===== src/sv/mer_pkg.sv =====
// package for the midpoint ellipse rasterizer
// holds field widths, parameter defaults, the sequencer state type and item codes
// used by every file of the block; depends on nothing
package mer_pkg;

  localparam int unsigned RADIUS_BITS     = 10;
  localparam int unsigned RADIUS_MAX_DEF  = 1023;
  localparam int unsigned COORD_BITS_DEF  = 12;

  localparam int unsigned OFFX_BITS  = 11;
  localparam int unsigned OFFY_BITS  = 12;
  localparam int unsigned SLOPE_BITS = 32;
  localparam int unsigned DEC_BITS   = 48;
  localparam int unsigned SQ_BITS    = 2 * RADIUS_BITS;
  localparam int unsigned SUM_BITS   = 18;

  localparam int unsigned MUL_A_BITS = 24;
  localparam int unsigned MUL_B_BITS = SQ_BITS;
  localparam int unsigned PROD_BITS  = MUL_A_BITS + MUL_B_BITS;

  typedef enum logic [0:0] {
    FUNC_START = 1'b0,
    FUNC_STEP  = 1'b1
  } func_t;

  typedef enum logic [3:0] {
    ST_IDLE,
    ST_SQX,
    ST_SQY,
    ST_RXY,
    ST_INIT,
    ST_R2A,
    ST_R2B,
    ST_R2C,
    ST_R2D,
    ST_R2E,
    ST_R2F,
    ST_EMIT
  } state_t;

endpackage


===== src/sv/mer_mul.sv =====
// shared unsigned multiplier with a registered product
// one product per cycle, used for every square and cross term of the rasterizer
// depends on mer_pkg for operand widths
module mer_mul (
  input  logic                           clk,
  input  logic [mer_pkg::MUL_A_BITS-1:0] op_a,
  input  logic [mer_pkg::MUL_B_BITS-1:0] op_b,
  output logic [mer_pkg::PROD_BITS-1:0]  prod
);

  localparam int PROD_W = mer_pkg::PROD_BITS;

  always_ff @(posedge clk) begin
    prod <= PROD_W'(op_a) * PROD_W'(op_b);
  end

endmodule


===== src/sv/midpoint_ellipse_raster.sv =====
// Midpoint ellipse rasterizer: a start item latches center and radii and, after a short
// multiply sequence, returns the first four-way symmetric point set; each step item then
// returns the next set, region 1 first, then region 2, with the final set flagged last.
// A start item runs SQX, SQY, RXY and INIT, then EMIT registers its result; with no
// region-1 points, setup states R2A to R2F come first. A step item is taken only while the
// result slot is free, its result registered for the next cycle; the step leaving region 1
// is followed by R2A to R2F before the next item is taken. The single shared multiplier
// yields one registered product per cycle. A step while idle gives no result.
// depends on mer_pkg and mer_mul
module midpoint_ellipse_raster #(
  parameter int unsigned RADIUS_MAX = mer_pkg::RADIUS_MAX_DEF,
  parameter int unsigned COORD_BITS = mer_pkg::COORD_BITS_DEF
) (
  input  logic                                clk,
  input  logic                                rst,
  input  logic                                item_valid,
  output logic                                item_stall,
  input  logic                                func,
  input  logic signed [COORD_BITS-1:0]        center_x,
  input  logic signed [COORD_BITS-1:0]        center_y,
  input  logic [mer_pkg::RADIUS_BITS-1:0]     radius_x,
  input  logic [mer_pkg::RADIUS_BITS-1:0]     radius_y,
  output logic                                result_valid,
  input  logic                                result_stall,
  output logic signed [COORD_BITS:0]          x_right,
  output logic signed [COORD_BITS:0]          x_left,
  output logic signed [COORD_BITS:0]          y_top,
  output logic signed [COORD_BITS:0]          y_bottom,
  output logic                                in_region_two,
  output logic                                last
);

  localparam int RADIUS_W = mer_pkg::RADIUS_BITS;
  localparam int OFFX_W   = mer_pkg::OFFX_BITS;
  localparam int OFFY_W   = mer_pkg::OFFY_BITS;
  localparam int SLOPE_W  = mer_pkg::SLOPE_BITS;
  localparam int DEC_W    = mer_pkg::DEC_BITS;
  localparam int SQ_W     = mer_pkg::SQ_BITS;
  localparam int SUM_W    = mer_pkg::SUM_BITS;
  localparam int MA_W     = mer_pkg::MUL_A_BITS;
  localparam int MB_W     = mer_pkg::MUL_B_BITS;
  localparam int PROD_W   = mer_pkg::PROD_BITS;

  localparam int unsigned RADIUS_TOP = (1 << RADIUS_W) - 1;
  localparam logic [RADIUS_W-1:0] RCLIP =
    (RADIUS_MAX > RADIUS_TOP) ? RADIUS_W'(RADIUS_TOP) : RADIUS_W'(RADIUS_MAX);

  mer_pkg::state_t state, state_next;

  logic busy, pend;

  logic [RADIUS_W-1:0]              rx, ry;
  logic signed [COORD_BITS-1:0]     cx, cy;
  logic [SQ_W-1:0]                  rxsq, rysq;
  logic [MA_W-1:0]                  asq, bsq;
  logic [OFFX_W-1:0]                offx;
  logic signed [OFFY_W-1:0]         offy;
  logic signed [SLOPE_W-1:0]        sx, sy;
  logic signed [DEC_W-1:0]          dec;
  logic                             region;

  logic [MA_W-1:0]   mul_a;
  logic [MB_W-1:0]   mul_b;
  logic [PROD_W-1:0] prod;

  logic slot_free, accept, do_emit, emit_trans;

  logic [RADIUS_W-1:0]        rx_sat, ry_sat;
  logic signed [SLOPE_W-1:0]  two_rxsq, two_rysq, sx_inc, sy_dec, sy_r1;
  logic signed [DEC_W-1:0]    dec_r1_keep, dec_r1_diag, dec_r2_keep, dec_r2_diag;
  logic signed [DEC_W-1:0]    dec_init;
  logic [OFFY_W:0]            a_val;
  logic signed [OFFY_W:0]     b_val;
  logic [OFFY_W-1:0]          b_abs;
  logic signed [SUM_W-1:0]    sum_xr, sum_xl, sum_yt, sum_yb;

  mer_mul u_mul (
    .clk  (clk),
    .op_a (mul_a),
    .op_b (mul_b),
    .prod (prod)
  );

  assign slot_free  = !result_valid || !result_stall;
  assign item_stall = !((state == mer_pkg::ST_IDLE) && slot_free);
  assign accept     = item_valid && !item_stall;

  assign rx_sat = (radius_x > RCLIP) ? RCLIP : radius_x;
  assign ry_sat = (radius_y > RCLIP) ? RCLIP : radius_y;

  // step arithmetic
  assign two_rxsq = SLOPE_W'({rxsq, 1'b0});
  assign two_rysq = SLOPE_W'({rysq, 1'b0});
  assign sx_inc   = sx + two_rysq;
  assign sy_dec   = sy - two_rxsq;
  assign sy_r1    = dec[DEC_W-1] ? sy : sy_dec;

  assign dec_r1_keep = dec + ((DEC_W'(rysq) + DEC_W'(sx_inc)) << 2);
  assign dec_r1_diag = dec + ((DEC_W'(rysq) + DEC_W'(sx_inc) - DEC_W'(sy_dec)) << 2);
  assign dec_r2_keep = dec + ((DEC_W'(rxsq) - DEC_W'(sy_dec)) << 2);
  assign dec_r2_diag = dec + ((DEC_W'(rxsq) - DEC_W'(sy_dec) + DEC_W'(sx_inc)) << 2);

  assign emit_trans = !region && !(sx_inc < sy_r1);

  // region-1 start value, prod holds rx^2 * ry here
  assign dec_init = (DEC_W'(rysq) << 2) - (DEC_W'(prod) << 2) + DEC_W'(rxsq);

  // region-2 entry operands
  assign a_val = {1'b0, offx, 1'b1};
  assign b_val = (OFFY_W + 1)'(offy) - (OFFY_W + 1)'(1);
  assign b_abs = b_val[OFFY_W] ? OFFY_W'(-b_val) : OFFY_W'(b_val);

  assign sum_xr = SUM_W'(cx) + SUM_W'(offx);
  assign sum_xl = SUM_W'(cx) - SUM_W'(offx);
  assign sum_yt = SUM_W'(cy) + SUM_W'(offy);
  assign sum_yb = SUM_W'(cy) - SUM_W'(offy);

  always_comb begin
    state_next = state;
    mul_a      = '0;
    mul_b      = '0;
    do_emit    = 1'b0;
    unique case (state)
      mer_pkg::ST_IDLE: begin
        if (accept) begin
          if (func == mer_pkg::FUNC_START) begin
            state_next = mer_pkg::ST_SQX;
          end else if (busy) begin
            do_emit = 1'b1;
            if (emit_trans) state_next = mer_pkg::ST_R2A;
          end
        end
      end
      mer_pkg::ST_SQX: begin
        mul_a      = MA_W'(rx);
        mul_b      = MB_W'(rx);
        state_next = mer_pkg::ST_SQY;
      end
      mer_pkg::ST_SQY: begin
        mul_a      = MA_W'(ry);
        mul_b      = MB_W'(ry);
        state_next = mer_pkg::ST_RXY;
      end
      mer_pkg::ST_RXY: begin
        mul_a      = MA_W'(ry);
        mul_b      = rxsq;
        state_next = mer_pkg::ST_INIT;
      end
      mer_pkg::ST_INIT: begin
        state_next = (prod != '0) ? mer_pkg::ST_EMIT : mer_pkg::ST_R2A;
      end
      mer_pkg::ST_R2A: begin
        mul_a      = MA_W'(a_val);
        mul_b      = MB_W'(a_val);
        state_next = mer_pkg::ST_R2B;
      end
      mer_pkg::ST_R2B: begin
        mul_a      = MA_W'(b_abs);
        mul_b      = MB_W'(b_abs);
        state_next = mer_pkg::ST_R2C;
      end
      mer_pkg::ST_R2C: begin
        mul_a      = asq;
        mul_b      = rysq;
        state_next = mer_pkg::ST_R2D;
      end
      mer_pkg::ST_R2D: begin
        mul_a      = bsq;
        mul_b      = rxsq;
        state_next = mer_pkg::ST_R2E;
      end
      mer_pkg::ST_R2E: begin
        mul_a      = MA_W'(rysq);
        mul_b      = rxsq;
        state_next = mer_pkg::ST_R2F;
      end
      mer_pkg::ST_R2F: begin
        state_next = pend ? mer_pkg::ST_EMIT : mer_pkg::ST_IDLE;
      end
      mer_pkg::ST_EMIT: begin
        if (slot_free) begin
          do_emit    = 1'b1;
          state_next = emit_trans ? mer_pkg::ST_R2A : mer_pkg::ST_IDLE;
        end
      end
      default: state_next = mer_pkg::ST_IDLE;
    endcase
  end

  always_ff @(posedge clk) begin
    if (rst) begin
      state        <= mer_pkg::ST_IDLE;
      busy         <= 1'b0;
      pend         <= 1'b0;
      result_valid <= 1'b0;
      region       <= 1'b0;
    end else begin
      state        <= state_next;
      result_valid <= do_emit || (result_valid && result_stall);
      if (accept && func == mer_pkg::FUNC_START) begin
        busy <= 1'b1;
        pend <= 1'b1;
      end
      if (state == mer_pkg::ST_INIT) region <= 1'b0;
      if (state == mer_pkg::ST_R2F) region <= 1'b1;
      if (do_emit) begin
        pend <= 1'b0;
        if (region && offy == '0) busy <= 1'b0;
      end
    end
  end

  always_ff @(posedge clk) begin
    if (accept && func == mer_pkg::FUNC_START) begin
      rx <= rx_sat;
      ry <= ry_sat;
      cx <= center_x;
      cy <= center_y;
    end
    unique case (state)
      mer_pkg::ST_SQY: rxsq <= prod[SQ_W-1:0];
      mer_pkg::ST_RXY: rysq <= prod[SQ_W-1:0];
      mer_pkg::ST_INIT: begin
        offx <= '0;
        offy <= OFFY_W'(ry);
        sx   <= '0;
        sy   <= SLOPE_W'({prod, 1'b0});
        dec  <= dec_init;
      end
      mer_pkg::ST_R2B: asq <= prod[MA_W-1:0];
      mer_pkg::ST_R2C: bsq <= prod[MA_W-1:0];
      mer_pkg::ST_R2D: dec <= DEC_W'(prod);
      mer_pkg::ST_R2E: dec <= dec + (DEC_W'(prod) << 2);
      mer_pkg::ST_R2F: dec <= dec - (DEC_W'(prod) << 2);
      default: ;
    endcase
    if (do_emit) begin
      x_right       <= sum_xr[COORD_BITS:0];
      x_left        <= sum_xl[COORD_BITS:0];
      y_top         <= sum_yt[COORD_BITS:0];
      y_bottom      <= sum_yb[COORD_BITS:0];
      in_region_two <= region;
      last          <= region && offy == '0;
      if (!region) begin
        offx <= offx + OFFX_W'(1);
        sx   <= sx_inc;
        if (dec[DEC_W-1]) begin
          dec <= dec_r1_keep;
        end else begin
          offy <= offy - OFFY_W'(1);
          sy   <= sy_dec;
          dec  <= dec_r1_diag;
        end
      end else begin
        offy <= offy - OFFY_W'(1);
        sy   <= sy_dec;
        if (!dec[DEC_W-1] && dec != '0) begin
          dec <= dec_r2_keep;
        end else begin
          offx <= offx + OFFX_W'(1);
          sx   <= sx_inc;
          dec  <= dec_r2_diag;
        end
      end
    end
  end

endmodule


===== config.mk =====
export PLATFORM = sky130hd
export DESIGN_NAME = midpoint_ellipse_raster
export DESIGN_NICKNAME = d
export VERILOG_FILES = /design/src/sv/mer_pkg.sv /design/src/sv/mer_mul.sv /design/src/sv/midpoint_ellipse_raster.sv
export SDC_FILE = /design/constraint.sdc
export NUM_CORES = 2
export LEC_CHECK = 0
export ABC_AREA = 1
export ABC_CLOCK_PERIOD_IN_PS = 10500
export BUFFER_PORTS_ARGS = -buffer_cell sky130_fd_sc_hd__buf_2
export CAP_MARGIN = 30
export CORE_MARGIN = 2
export CORE_UTILIZATION = 39
export DETAILED_ROUTE_END_ITERATION = 6
export PLACE_DENSITY_LB_ADDON = 0.08
export SYNTH_ARGS = -nofsm -noshare
export SYNTH_HDL_FRONTEND = slang
export SYNTH_HIERARCHICAL = 1
export SYNTH_SLANG_ARGS = --single-unit

===== constraint.sdc =====
create_clock -name clk -period 10.5 [get_ports clk]
set_input_delay 0.525 -clock clk [delete_from_list [all_inputs] [get_ports clk]]
set_output_delay 0.525 -clock clk [all_outputs]
set_load 0.02 [all_outputs]

==> metrics.md <==
| Metric | Value |
|---|---|
| Clock H-tree levels | `2` |
| Layout net count | `9135` |
| Post-synthesis sequential area ratio | `0.1765` |
| Worst Setup SP | `offy[0]` |
| Clock Sinks | `371` |
| Crit path max fanout | `16` |
| Seq cells post-synth | `371` |
| CTS Buffer Depth | `3` |
| Final Critical Period | `9.490 ns` |
| FFs w/ async S/R, synth | `0` |
| Synthesized area | `0.05536 mm^2` |
| Wire per inst | `22.97 um` |
| Slew Limit Fails | `0` |
| Top layer in use | `met5` |
| Status | `finished clean` |
| Initial antenna violation count | `14` |
| Critical Path RT | `11.05 ns` |
| Setup crit start kind | `flop` |
| Yosys top cell area share | `0.1468` |
| Largest net degree at the start of global routing | `63` |
| Area Overhead vs Synth | `9.792%` |
| FF-to-FF Start | `offy[0]` |
| Max transition margin | `0.2691` |
| Critical Path Sink Type | `flop` |
| FF-to-FF setup slack | `1.01 ns` |
| RSZ-0062 raised after global routing | `no` |
| Vias in the first global route | `53.77k` |
| Setup crit end | `u_mul/prod[39]` |
| Post-route ant nets | `0` |
| Syn Inst Count | `8062` |
| Syn avg cell area | `6.867 um^2` |
| Crit path arrival time | `10.04 ns` |
| Share of layout cells above drive strength 1 | `0.07225` |
| Hold buffer count at cts | `18` |
| # Post-CTS Setup Buffers | `0` |
| Setup violators final | `0` |
| Buf/Inv on CP | `5` |
| Tcrit/Tclk final | `0.9038` |
| Vias per cell | `5.365` |
| Synth Net Count | `9019` |
| Leading area contributor after synthesis | `fa_1` |
| Core footprint | `0.1412 mm^2` |
| Worst Tran Pin Value | `1.096 ns` |
| Post-CTS Resized | `0` |
| Gr usage total | `0.3165` |
| Final setup TNS | `0 ns` |
| Number of synthesized flops with an enable pin | `234` |
| First-pass iteration count of the detailed router | `6` |
| Top_reg_cell synth | `edfxtp_1` |
| Drt first-iter violations | `4709` |
| DRC viols | `0` |
| Met2 wire len | `106400 um` |
| Met1 wire length | `103300 um` |
| CTS buffer count | `52` |
| Starting Density | `0.3920` |
| Crit path depth | `34` |
| Die outline height | `380.8 um` |
| Die width | `380.8 um` |
| Reg-to-reg endpoint | `u_mul/prod[39]` |
| Hold Crit Class | `primary input to flop` |
| Worst setup path class | `flop to flop` |
| Dpl hpwl | `193400 um` |
| Synth warnings | `6` |
| Clock Skews | `0.08723 ns` |
| Slowest cell on crit path | `nand2_1` |
| CP dominant cell by count | `nand2_1` |
| Skew-Pair Late Insertion Delay | `0.70 ns` |
| Final Hold Fails | `0` |
| Final wirelength | `232400 um` |
| Global route total overflow | `0` |
| CTS clk-pin slew, worst paths | `0.07 ns` |
| First-pass GRT wire length | `346800 um` |
| Cell variety after synth | `67` |
| CTS root buf | `clkbuf_16` |
| CP delay by family, top | `adder cells` |
| CP peak stage delay | `0.75 ns` |
| RePlAce Congestion | `1.006` |
| Fmax | `105.4 MHz` |
| Std cell rows | `138` |
| Routed met3 length | `15730 um` |
| Vias | `54.28k` |
| MaxCap Viol Count | `0` |
| Reg2reg path depth | `34` |
| Ports | `105` |
| Top cells by area, synth | `fa_1, nand2_1, edfxtp_1` |
| Die ar. | `0.1450 mm^2` |
| Port buffer count | `104` |
| CTS tree | `yes` |
per-stage QoR:
| step | cells | hold WS [ns] | instance area [um^2] | worst slack [ns] | util |
|---|---|---|---|---|---|
| 6_report | 10116 | 0.03971 | 60790 | 1.010 | 0.4304 |
| 5_1_grt | 10112 | 0.01370 | 60780 | 0.4340 | 0.4303 |
| 4_1_cts | 10111 | 0.0001655 | 60750 | 1.181 | 0.4301 |
| 3_5_place_dp | 9995 | 0.4569 | 58790 | 1.224 | 0.4163 |
| 3_3_place_gp | 9986 | 0.4467 | 58660 | 1.213 | 0.4153 |
| 2_1_floorplan | 8062 | 0.4202 | 55360 | 2.482 | - |
per-layer routing:
layer | track usage | vias up
met2 | 0.5204 | 1913
met3 | 0.03739 | 335
met1 | 0.4371 | 26139
li1 | - | 25880
met4 | 0.08776 | 10
met5 | 0 | -
cells in the final DEF (no fill, tap or decap), drive strengths merged, types with 9 or more instances in the layout:
cell,instances
a211oi,14
a21boi,13
a21o,23
a21oi,525
a221oi,20
a22o,17
a31oi,60
buf,238
clkbuf,68
clkinv,24
dfxtp,137
dlygate4sd3,18
edfxtp,234
fa,406
ha,502
inv,1629
nand2,2115
nand3,368
nand3b,9
nand4,77
nor2,622
nor3,84
nor4,32
o2111ai,14
o211ai,53
o21a,24
o21ai,438
o21bai,42
o221ai,13
o22ai,19
o31ai,14
or2,32
xnor2,60
xor2,230
cells in the mapped netlist, types with 13 or more instances:
| master | n |
|---|---|
| fa_1 | 406 |
| o2111ai_1 | 14 |
| xor2_1 | 221 |
| a22o_1 | 17 |
| nor2_2 | 30 |
| o31ai_1 | 14 |
| o21ai_1 | 35 |
| o21ai_0 | 399 |
| nor2_4 | 13 |
| inv_2 | 38 |
| edfxtp_1 | 234 |
| o21a_1 | 24 |
| o211ai_1 | 51 |
| o22ai_1 | 19 |
| xnor2_1 | 60 |
| clkbuf_1 | 175 |
| ha_1 | 502 |
| nand2_2 | 57 |
| nand3_2 | 26 |
| a221oi_1 | 20 |
| nand3_1 | 342 |
| a211oi_1 | 13 |
| a21oi_1 | 512 |
| nand4_1 | 77 |
| or2_2 | 26 |
| nor4_1 | 28 |
| dfxtp_1 | 137 |
| nand2_1 | 2054 |
| o221ai_1 | 13 |
| a31oi_1 | 60 |
| o21bai_1 | 41 |
| nor3_1 | 77 |
| a21o_1 | 23 |
| inv_1 | 1586 |
| nor2_1 | 578 |
logic make-up (layout without fill, tap and decap cells):
logic type / after synthesis / after routing / synth area share
simple gates: 3359 / 3359 / 0.2558
buf+inv: 1824 / 1984 / 0.1241
compound gates: 1310 / 1310 / 0.1362
fa+ha+maj: 908 / 908 / 0.2603
flops: 371 / 371 / 0.1765
xor+xnor: 290 / 290 / 0.04710
other cells: 0 / 4 / 0
how the worst min path moves through the flow:
stage               cells after the start       to      startpoint
finish                                  1    cy[4]     center_y[4]
global route                            1    cy[4]     center_y[4]
CTS                                     1    ry[4]     radius_y[4]
detailed placement                      2   sx[20]          sx[20]
global placement                        2   sx[18]          sx[18]
floorplan                               0  asq[22]  u_mul/prod[22]
registers in the layout, indices dropped and copies added, names as in the netlist, 13 cells and up:
| name | flops |
|---|---|
| asq | 24 |
| bsq | 24 |
| dec | 48 |
| rxsq | 20 |
| rysq | 20 |
| sx | 32 |
| sy | 32 |
| u_mul/prod | 44 |
| x_right | 13 |
| y_top | 13 |
final cells by class:
type	instances	area (um^2)
fillers	15074	80450
multi-input cells	5867	38950
flip-flops and latches	371	9769
inverters	1630	6118
well taps	1890	2365
repair buffers	256	1795
clock buffers	68	1403
clock inverters	30	372.9
diodes	4	10.01
Power is not shown: default switching activity piles up to over one toggle a cycle in this logic, so the estimate is an artifact.
